**src/rtl/core/mexp_pkg.sv**
```systemverilog
// Shared types, constants and microcode ROM for the modular exponentiation block.
package mexp_pkg;

  // operand width of modulus, exponents and value
  localparam int unsigned OpW     = 32;
  // port width of register data, value and result
  localparam int unsigned DataW   = 32;
  localparam int unsigned CntW    = $clog2(OpW);
  localparam int unsigned RegIdxW = 2;
  localparam int unsigned PcW     = 4;

  // configuration register indexes
  localparam logic [RegIdxW-1:0] RegModulus = 2'd0;
  localparam logic [RegIdxW-1:0] RegEncExp  = 2'd1;
  localparam logic [RegIdxW-1:0] RegDecExp  = 2'd2;

  typedef enum logic {
    ST_IDLE,
    ST_RUN
  } state_e;

  typedef enum logic [2:0] {
    JMP_NEVER,
    JMP_EXP_ZERO,
    JMP_MOD_ZERO,
    JMP_BIT_CLEAR,
    JMP_CNT_NZ
  } jump_e;

  typedef enum logic {
    A_ONE,
    A_BASE
  } asel_e;

  typedef enum logic [1:0] {
    B_VALUE,
    B_BASE,
    B_ACC
  } bsel_e;

  typedef enum logic {
    DST_BASE,
    DST_ACC
  } dst_e;

  typedef enum logic [1:0] {
    RES_ACC,
    RES_ONE,
    RES_ZERO
  } res_e;

  // one control word of the sequencer
  typedef struct packed {
    logic           mul;     // run a modular multiply, hold until it ends
    asel_e          a_sel;   // addend operand (must be below modulus, or one)
    bsel_e          b_sel;   // operand scanned MSB first
    dst_e           dst;     // where the product goes
    logic           shift;   // advance exponent bit at end of step
    jump_e          jump;
    logic [PcW-1:0] target;
    logic           fin;     // hand result to output register
    res_e           res;
  } ucode_t;

  // program addresses
  localparam logic [PcW-1:0] PcExpChk  = 4'd0;
  localparam logic [PcW-1:0] PcModChk  = 4'd1;
  localparam logic [PcW-1:0] PcReduce  = 4'd2;
  localparam logic [PcW-1:0] PcBitChk  = 4'd3;
  localparam logic [PcW-1:0] PcMulAcc  = 4'd4;
  localparam logic [PcW-1:0] PcSquare  = 4'd5;
  localparam logic [PcW-1:0] PcLoop    = 4'd6;
  localparam logic [PcW-1:0] PcFinAcc  = 4'd7;
  localparam logic [PcW-1:0] PcFinOne  = 4'd8;
  localparam logic [PcW-1:0] PcFinZero = 4'd9;

  function automatic ucode_t ucode_rom(logic [PcW-1:0] pc);
    ucode_t w;
    w.mul    = 1'b0;
    w.a_sel  = A_ONE;
    w.b_sel  = B_VALUE;
    w.dst    = DST_BASE;
    w.shift  = 1'b0;
    w.jump   = JMP_NEVER;
    w.target = PcExpChk;
    w.fin    = 1'b0;
    w.res    = RES_ACC;
    case (pc)
      PcExpChk: begin
        w.jump   = JMP_EXP_ZERO;
        w.target = PcFinOne;
      end
      PcModChk: begin
        w.jump   = JMP_MOD_ZERO;
        w.target = PcFinZero;
      end
      PcReduce: begin
        // base = 1 * value mod n
        w.mul   = 1'b1;
        w.a_sel = A_ONE;
        w.b_sel = B_VALUE;
        w.dst   = DST_BASE;
      end
      PcBitChk: begin
        w.jump   = JMP_BIT_CLEAR;
        w.target = PcSquare;
      end
      PcMulAcc: begin
        w.mul   = 1'b1;
        w.a_sel = A_BASE;
        w.b_sel = B_ACC;
        w.dst   = DST_ACC;
      end
      PcSquare: begin
        w.mul   = 1'b1;
        w.a_sel = A_BASE;
        w.b_sel = B_BASE;
        w.dst   = DST_BASE;
        w.shift = 1'b1;
      end
      PcLoop: begin
        w.jump   = JMP_CNT_NZ;
        w.target = PcBitChk;
      end
      PcFinAcc: begin
        w.fin = 1'b1;
        w.res = RES_ACC;
      end
      PcFinOne: begin
        w.fin = 1'b1;
        w.res = RES_ONE;
      end
      PcFinZero: begin
        w.fin = 1'b1;
        w.res = RES_ZERO;
      end
      default: begin
        w.fin = 1'b1;
        w.res = RES_ZERO;
      end
    endcase
    return w;
  endfunction

endpackage

```
**src/rtl/core/modular_exponentiation.sv**
```systemverilog
// Microcoded modular exponentiation (right-to-left square and multiply).
//
// Usage:
//  - Configuration: write modulus (index 0), encryption exponent (1) and
//    decryption exponent (2) through cfg_we_i/cfg_index_i/cfg_data_i while
//    the block is idle. Index 3 is ignored. Reset values: modulus 1,
//    exponents 0.
//  - Input channel: in_valid_i/in_stall_o carry mode_i and value_i. One item
//    is in flight at a time; in_stall_o is high from the transfer until the
//    result is loaded into the output register.
//  - Output channel: out_valid_o/out_stall_i carry result_o. The output
//    register holds a finished result while the receiver stalls, and a new
//    item may be taken meanwhile; the next result waits in the sequencer.
//  - Cost: every modular multiply runs in one shared bit-serial unit
//    (interleaved add and reduce, one multiplier bit per cycle). Base
//    reduction costs one multiply, then each of the 32 exponent bits costs
//    a square plus a multiply when the bit is set, plus two sequencer
//    steps. Exponent zero or modulus zero finish without any multiply.
//  - Reset (rst_ni low, asynchronous) returns to idle with no result pending.
module modular_exponentiation (
  input  logic                             clk_i,
  input  logic                             rst_ni,
  input  logic                             cfg_we_i,
  input  logic [mexp_pkg::RegIdxW-1:0]     cfg_index_i,
  input  logic [mexp_pkg::DataW-1:0]       cfg_data_i,
  input  logic                             in_valid_i,
  output logic                             in_stall_o,
  input  logic                             mode_i,
  input  logic [mexp_pkg::DataW-1:0]       value_i,
  output logic                             out_valid_o,
  input  logic                             out_stall_i,
  output logic [mexp_pkg::DataW-1:0]       result_o
);

  localparam int unsigned W  = mexp_pkg::OpW;
  localparam int unsigned CW = mexp_pkg::CntW;

  // configuration registers
  logic [W-1:0] mod_q, enc_exp_q, dec_exp_q;

  // sequencer
  mexp_pkg::state_e state_q, state_d;
  logic [mexp_pkg::PcW-1:0] pc_q, pc_d;
  mexp_pkg::ucode_t uw;
  logic jump_take, step_adv, fin_load, in_xfer, out_xfer;

  // datapath
  logic [W-1:0]  value_q, base_q, acc_q, exp_q;
  logic [CW-1:0] bit_cnt_q;

  // bit-serial modular multiplier
  logic          mul_busy_q;
  logic [CW-1:0] mcnt_q;
  logic [W-1:0]  ma_q, mb_q, mr_q;
  logic          mul_start, mul_last;
  logic [W+1:0]  m_sum, m_n1, m_n2;
  logic [W-1:0]  mr_next;

  // output register
  logic              out_valid_q;
  logic [W-1:0]      res_q;
  logic [W-1:0]      res_sel;

  assign in_xfer  = in_valid_i && !in_stall_o;
  assign out_xfer = out_valid_q && !out_stall_i;

  // configuration writes
  always_ff @(posedge clk_i or negedge rst_ni) begin
    if (!rst_ni) begin
      mod_q     <= W'(1);
      enc_exp_q <= '0;
      dec_exp_q <= '0;
    end else if (cfg_we_i) begin
      case (cfg_index_i)
        mexp_pkg::RegModulus: mod_q     <= cfg_data_i[W-1:0];
        mexp_pkg::RegEncExp:  enc_exp_q <= cfg_data_i[W-1:0];
        mexp_pkg::RegDecExp:  dec_exp_q <= cfg_data_i[W-1:0];
        default: ;
      endcase
    end
  end

  // current control word and branch decision
  always_comb begin
    uw = mexp_pkg::ucode_rom(pc_q);
    case (uw.jump)
      mexp_pkg::JMP_NEVER:     jump_take = 1'b0;
      mexp_pkg::JMP_EXP_ZERO:  jump_take = (exp_q == '0);
      mexp_pkg::JMP_MOD_ZERO:  jump_take = (mod_q == '0);
      mexp_pkg::JMP_BIT_CLEAR: jump_take = !exp_q[0];
      mexp_pkg::JMP_CNT_NZ:    jump_take = (bit_cnt_q != '0);
      default:                 jump_take = 1'b0;
    endcase
  end

  // step sequencing: multiply steps hold until the unit finishes,
  // finish steps hold until the output register is free or draining
  always_comb begin
    step_adv  = 1'b0;
    fin_load  = 1'b0;
    mul_start = 1'b0;
    if (state_q == mexp_pkg::ST_RUN) begin
      if (uw.fin) begin
        fin_load = !out_valid_q || !out_stall_i;
      end else if (uw.mul) begin
        mul_start = !mul_busy_q;
        step_adv  = mul_busy_q && mul_last;
      end else begin
        step_adv = 1'b1;
      end
    end
    pc_d = pc_q;
    if (in_xfer) begin
      pc_d = mexp_pkg::PcExpChk;
    end else if (step_adv) begin
      pc_d = jump_take ? uw.target : pc_q + mexp_pkg::PcW'(1);
    end
  end

  // next state
  always_comb begin
    state_d = state_q;
    case (state_q)
      mexp_pkg::ST_IDLE: if (in_xfer) state_d = mexp_pkg::ST_RUN;
      mexp_pkg::ST_RUN:  if (fin_load) state_d = mexp_pkg::ST_IDLE;
      default:           state_d = mexp_pkg::ST_IDLE;
    endcase
  end

  // state outputs
  always_comb begin
    case (state_q)
      mexp_pkg::ST_IDLE: in_stall_o = 1'b0;
      mexp_pkg::ST_RUN:  in_stall_o = 1'b1;
      default:           in_stall_o = 1'b1;
    endcase
  end

  always_ff @(posedge clk_i or negedge rst_ni) begin
    if (!rst_ni) begin
      state_q <= mexp_pkg::ST_IDLE;
      pc_q    <= mexp_pkg::PcExpChk;
    end else begin
      state_q <= state_d;
      pc_q    <= pc_d;
    end
  end

  // multiplier step: r = 2r + (b msb ? a : 0), then bring below n.
  // a < n (or a = 1 <= n) and r < n keep the sum below 3n.
  assign mul_last = (mcnt_q == CW'(W - 1));
  assign m_n1     = {2'b00, mod_q};
  assign m_n2     = {1'b0, mod_q, 1'b0};
  assign m_sum    = {1'b0, mr_q, 1'b0} + (mb_q[W-1] ? {2'b00, ma_q} : '0);

  always_comb begin
    if (m_sum >= m_n2) begin
      mr_next = W'(m_sum - m_n2);
    end else if (m_sum >= m_n1) begin
      mr_next = W'(m_sum - m_n1);
    end else begin
      mr_next = m_sum[W-1:0];
    end
  end

  always_ff @(posedge clk_i or negedge rst_ni) begin
    if (!rst_ni) begin
      mul_busy_q <= 1'b0;
      mcnt_q     <= '0;
    end else if (mul_start) begin
      mul_busy_q <= 1'b1;
      mcnt_q     <= '0;
    end else if (mul_busy_q) begin
      mul_busy_q <= !mul_last;
      mcnt_q     <= mcnt_q + CW'(1);
    end
  end

  always_ff @(posedge clk_i) begin
    if (mul_start) begin
      ma_q <= (uw.a_sel == mexp_pkg::A_BASE) ? base_q : W'(1);
      case (uw.b_sel)
        mexp_pkg::B_VALUE: mb_q <= value_q;
        mexp_pkg::B_BASE:  mb_q <= base_q;
        mexp_pkg::B_ACC:   mb_q <= acc_q;
        default:           mb_q <= '0;
      endcase
      mr_q <= '0;
    end else if (mul_busy_q) begin
      mb_q <= {mb_q[W-2:0], 1'b0};
      mr_q <= mr_next;
    end
  end

  // operand registers
  always_ff @(posedge clk_i) begin
    if (in_xfer) begin
      value_q   <= value_i[W-1:0];
      exp_q     <= mode_i ? dec_exp_q : enc_exp_q;
      acc_q     <= W'(1);
      bit_cnt_q <= '0;
    end else if (step_adv) begin
      if (uw.mul) begin
        if (uw.dst == mexp_pkg::DST_ACC) acc_q <= mr_next;
        else base_q <= mr_next;
      end
      if (uw.shift) begin
        exp_q     <= exp_q >> 1;
        bit_cnt_q <= bit_cnt_q + CW'(1);
      end
    end
  end

  // output register
  always_comb begin
    case (uw.res)
      mexp_pkg::RES_ACC:  res_sel = acc_q;
      mexp_pkg::RES_ONE:  res_sel = W'(1);
      mexp_pkg::RES_ZERO: res_sel = '0;
      default:            res_sel = '0;
    endcase
  end

  always_ff @(posedge clk_i or negedge rst_ni) begin
    if (!rst_ni) begin
      out_valid_q <= 1'b0;
    end else if (fin_load) begin
      out_valid_q <= 1'b1;
    end else if (out_xfer) begin
      out_valid_q <= 1'b0;
    end
  end

  always_ff @(posedge clk_i) begin
    if (fin_load) res_q <= res_sel;
  end

  assign out_valid_o = out_valid_q;
  assign result_o    = mexp_pkg::DataW'(res_q);

  // the multiplier only runs for an item in flight
  a_mul_in_run: assert property (@(posedge clk_i) disable iff (!rst_ni)
    mul_busy_q |-> state_q == mexp_pkg::ST_RUN)
    else $error("multiplier busy while idle");

  // partial remainder stays reduced
  a_rem_reduced: assert property (@(posedge clk_i) disable iff (!rst_ni)
    (mul_busy_q && mod_q != '0) |-> mr_q < mod_q)
    else $error("partial remainder not below modulus");

  // base is reduced once the loop has started
  a_base_reduced: assert property (@(posedge clk_i) disable iff (!rst_ni)
    (state_q == mexp_pkg::ST_RUN && mod_q != '0 &&
     (pc_q == mexp_pkg::PcBitChk || pc_q == mexp_pkg::PcMulAcc ||
      pc_q == mexp_pkg::PcSquare || pc_q == mexp_pkg::PcLoop))
    |-> base_q < mod_q)
    else $error("base not reduced");

  // sequencer never leaves the program
  a_pc_range: assert property (@(posedge clk_i) disable iff (!rst_ni)
    state_q == mexp_pkg::ST_RUN |-> pc_q <= mexp_pkg::PcFinZero)
    else $error("program counter out of range");

  // a result is loaded only when the output register is free or draining
  a_no_overwrite: assert property (@(posedge clk_i) disable iff (!rst_ni)
    fin_load |-> (!out_valid_q || !out_stall_i))
    else $error("pending result overwritten");

endmodule
```
**config.mk**
```make
export PLATFORM = sky130hd
export DESIGN_NAME = modular_exponentiation
export DESIGN_NICKNAME = d
export VERILOG_FILES = /design/src/rtl/core/mexp_pkg.sv /design/src/rtl/core/modular_exponentiation.sv
export SDC_FILE = /design/constraint.sdc
export NUM_CORES = 1
export LEC_CHECK = 0
export BUFFER_PORTS_ARGS = -buffer_cell sky130_fd_sc_hd__buf_2
export CAP_MARGIN = 30
export CORE_AREA = 3 3 207 209
export DETAILED_ROUTE_END_ITERATION = 8
export DIE_AREA = 0 0 210 212
export PLACE_DENSITY = 0.74
export SYNTH_ARGS = -nofsm -noshare
export SYNTH_HDL_FRONTEND = slang
export SYNTH_SLANG_ARGS = --single-unit
```
**constraint.sdc**
```tcl
create_clock -name clk_i -period 6.89 [get_ports clk_i]
set_input_delay 0.3445 -clock clk_i [delete_from_list [all_inputs] [get_ports clk_i]]
set_output_delay 0.3445 -clock clk_i [all_outputs]
set_load 0.005 [all_outputs]
```
==> impl_results.rst <==
.. list-table::
   :header-rows: 1

   * - Metric
     - Value
   * - Ordered cell list for the critical path
     - and2_1 > ha_1 > inv_1 > fa_1 > nor2b_1 > o2111ai_1 > a21oi_2 > o31ai_1 > a311oi_2 > a21boi_1 > xnor2_1 > ha_1 > nand4_1 > nor4_1 > a31oi_1 > o211ai_2 > buf_4 > o21ai_0 > a31oi_2 > inv_1
   * - Critical Path AT
     - 6.46 ns
   * - Antenna diode instance count
     - 0
   * - Half-perimeter wire length after detailed placement
     - 40.97 mm
   * - Syn nets
     - 2157
   * - Utilization of the core after routing
     - 0.5683
   * - Total via count in the routed design
     - 16220
   * - Critical path start-end classification
     - flop to flop
   * - Number of hold violations in the final report
     - 0
   * - Max-cap violations
     - 0
   * - Wire length reported by the detailed router
     - 56.49 mm
   * - Vias per inst
     - 6.103
   * - Synthesized cell area
     - 20500 um2
   * - Port Buffer Count
     - 105
   * - Part of the cycle the worst path needs
     - 0.8933
   * - Filler instances
     - 3407
   * - Clk_lat worst skew
     - 0.58 ns
   * - Number of synthesized flops with an enable pin
     - 192
   * - Setup Slack @ Placement
     - 0.7786 ns
   * - Maximum number of pins on one net before global-route repair
     - 98
   * - Pins Over Slew Limit
     - 0
   * - Clock root buffer master
     - clkbuf_16
   * - Setup TNS
     - 0 ns
   * - FP Rows
     - 74
   * - Initial antenna violation count
     - 0
   * - ANT nets after route
     - 0
   * - Distinct cell type count of the synthesized netlist
     - 93
   * - Worst Max-Slew Pin Slew
     - 0.9859 ns
   * - Ratio of cells with drive above 1 in the final layout
     - 0.1478
   * - Final setup violation count
     - 0
   * - CTS clk-pin slew, worst paths
     - 0.06 ns
   * - Top post-synthesis cells by area
     - edfxtp_1, dfrtp_1, dfxtp_1
   * - Number of cells upsized or downsized after cts
     - 0
   * - DRC violation count after routing
     - 1
   * - Area of the die
     - 44520 um2
   * - Commonest non-fill, non-tap cell in the layout
     - nand2_1
   * - Total number of H-tree levels
     - 2
   * - Via count of the first global-routing pass
     - 15720
   * - Violations in the final reports
     - design-rule violations
   * - Clock tree sinks
     - 369
   * - Top library cells by usage in the layout, fill and taps aside
     - nand2_1, edfxtp_1, o21ai_0, dfrtp_1, buf_2
   * - Remaining max-slew budget at the tightest pin
     - 0.3427
   * - Fraction of the yosys area taken by sequential cells
     - 0.4806
   * - # IOs
     - 106
   * - First-pass GRT wire length
     - 88.31 mm
   * - Maximum count of clock buffers along a single path
     - 3
   * - Leftover overflow at the end of global routing
     - 0
   * - RSZ-0062 raised after global routing
     - false
   * - Share of synthesized registers carrying an async set or reset
     - 0.2927
   * - Most common flop cell mapped by yosys
     - edfxtp_1
   * - Worst setup SP type
     - flop
   * - Average detailed-routed wire length per instance
     - 21.26 um
   * - Growth of design area from synthesis to finish
     - 13.73%
   * - DRC violation total after the first TritonRoute iteration
     - 1651
   * - Die W
     - 210 um
   * - Largest stage delay on the critical path
     - 0.69 ns
   * - Post-route minimum period
     - 6.155 ns
   * - Post-layout nets
     - 2269
   * - Max Freq
     - 0.1625 GHz
   * - Outcome
     - finished with violations
   * - Clock buffers created by TritonCTS
     - 42
   * - Worst clock skew
     - 0.03111 ns
   * - Worst-path cell with the longest stage delay
     - nor4_1
   * - Type of element capturing the critical path
     - flop
   * - Data required time at the worst endpoint
     - 7.20 ns
   * - Overall Global Routing Usage
     - 0.2510
   * - Gate count of the mapped netlist
     - 1979
   * - Pre-antenna DRT Iters
     - 9
   * - Number of synthesis warnings
     - 0
   * - Path class of the lowest-slack min-delay path
     - primary input to flop
   * - Standard cell core area
     - 41020 um2
   * - Synthesized area per cell
     - 10.36 um2
   * - Largest fanout on the critical path
     - 14
   * - Clock tree from TritonCTS
     - done
   * - Seq cells post-synth
     - 369
   * - Synth area leader
     - edfxtp_1
   * - Area share of the leading cell type in the synthesized netlist
     - 0.2813
   * - Post-layout worst setup margin
     - 0.7351 ns
   * - Vertical die dimension
     - 212 um
   * - Starting Density
     - 0.4997
   * - Routability congestion estimate
     - 0.9272
==> metal layers <==
layer | routed length, um | GRT usage
met4 | 1601 | 0.08114
met1 | 25030 | 0.3581
met5 | 0 | 0
met3 | 4751 | 0.04501
met2 | 25110 | 0.3922
==> kinds of logic after synthesis <==
kind of cell             Yosys count  share of synthesized area
adder cells (fa/ha/maj)          106                    0.06581
AO/OA/AOI/OAI                    575                     0.1921
AND/OR/NAND/NOR                  570                     0.1396
buffers and inverters            179                    0.03473
multiplexers                     102                    0.05384
XOR/XNOR                          78                    0.03333
flip-flops                       369                     0.4806
==> flip-flops by register name, indices dropped and copies added (netlist names), 4 cells and up <==
signal and count:
acc_q 32, base_q 32, dec_exp_q 32, enc_exp_q 32, exp_q 32, ma_q 32, mb_q 32, mod_q 32
mr_q 32, result_o 32, value_q 32, bit_cnt_q 5, mcnt_q 5, pc_q 4
==> timing repair <==
action,in CTS,in global routing
endpoints found under the hold margin,86,0
setup endpoints to repair,0,0
hold buffers,34,0
setup buffers,0,0
==> path summary, 6_finish.rpt <==
path / from / to / slack [ns] / depth (start not counted)
setup / recovery: mb_q[31] / base_q[8] / 0.74 / 20
hold / removal: out_stall_i / out_valid_o / 0.03 / 3
setup reg to reg: mb_q[31] / base_q[8] / 0.74 / 20
hold reg to reg: mr_q[25] / mr_q[25] / 0.46 / 2
max in group asynchronous: rst_ni / mcnt_q[0] / 5.36 / 3
min in group asynchronous: rst_ni / dec_exp_q[30] / 0.34 / 2
==> metrics by stage <==
stage / cell area (um2) / hold WS [ns] / cells
floorplan: 20500 / 0.04891 / 1979
global placement: 21560 / 0.4186 / 2542
detailed placement: 21630 / 0.4351 / 2545
CTS: 23310 / 0.002479 / 2657
global route: 23310 / 0.02898 / 2657
finish: 23310 / 0.03332 / 2657
==> critical path: cells and delay by family, from the launching register on <==
| family | cells | cell delay (ns) |
|---|---|---|
| AOI/OAI and AO/OA | 9 | 2.44 |
| xor gates and xnor gates | 1 | 0.40 |
| adders and majority gates | 3 | 0.89 |
| buffers and inverters | 3 | 0.40 |
| DFF | 1 | 0.44 |
| and+or+nand+nor | 4 | 1.29 |
==> cell usage after synthesis, drive strengths merged (38+ instances only) <==
library cell,n
nand3,43
nand2,200
a21oi,104
inv,72
ha,103
xnor2,52
a21o,49
clkbuf,88
and2,103
a31oi,43
edfxtp,192
o31ai,38
o21ai,160
dfxtp,69
nor2,71
mux2,66
dfrtp,107
==> final cells by class <==
cell class	instances	area [um2]	area share
Clock inverter	17	188.9	0.008105
Timing Repair Buffer	175	1196	0.05132
Tap cell	532	665.6	0.02856
Inverter	72	270.3	0.01159
Multi-Input combinational cell	1431	9986	0.4284
Clock buffer	61	1152	0.04944
Sequential cell	369	9851	0.4226
Power is not shown: default switching activity piles up to over one toggle a cycle in this logic, so the estimate is an artifact.
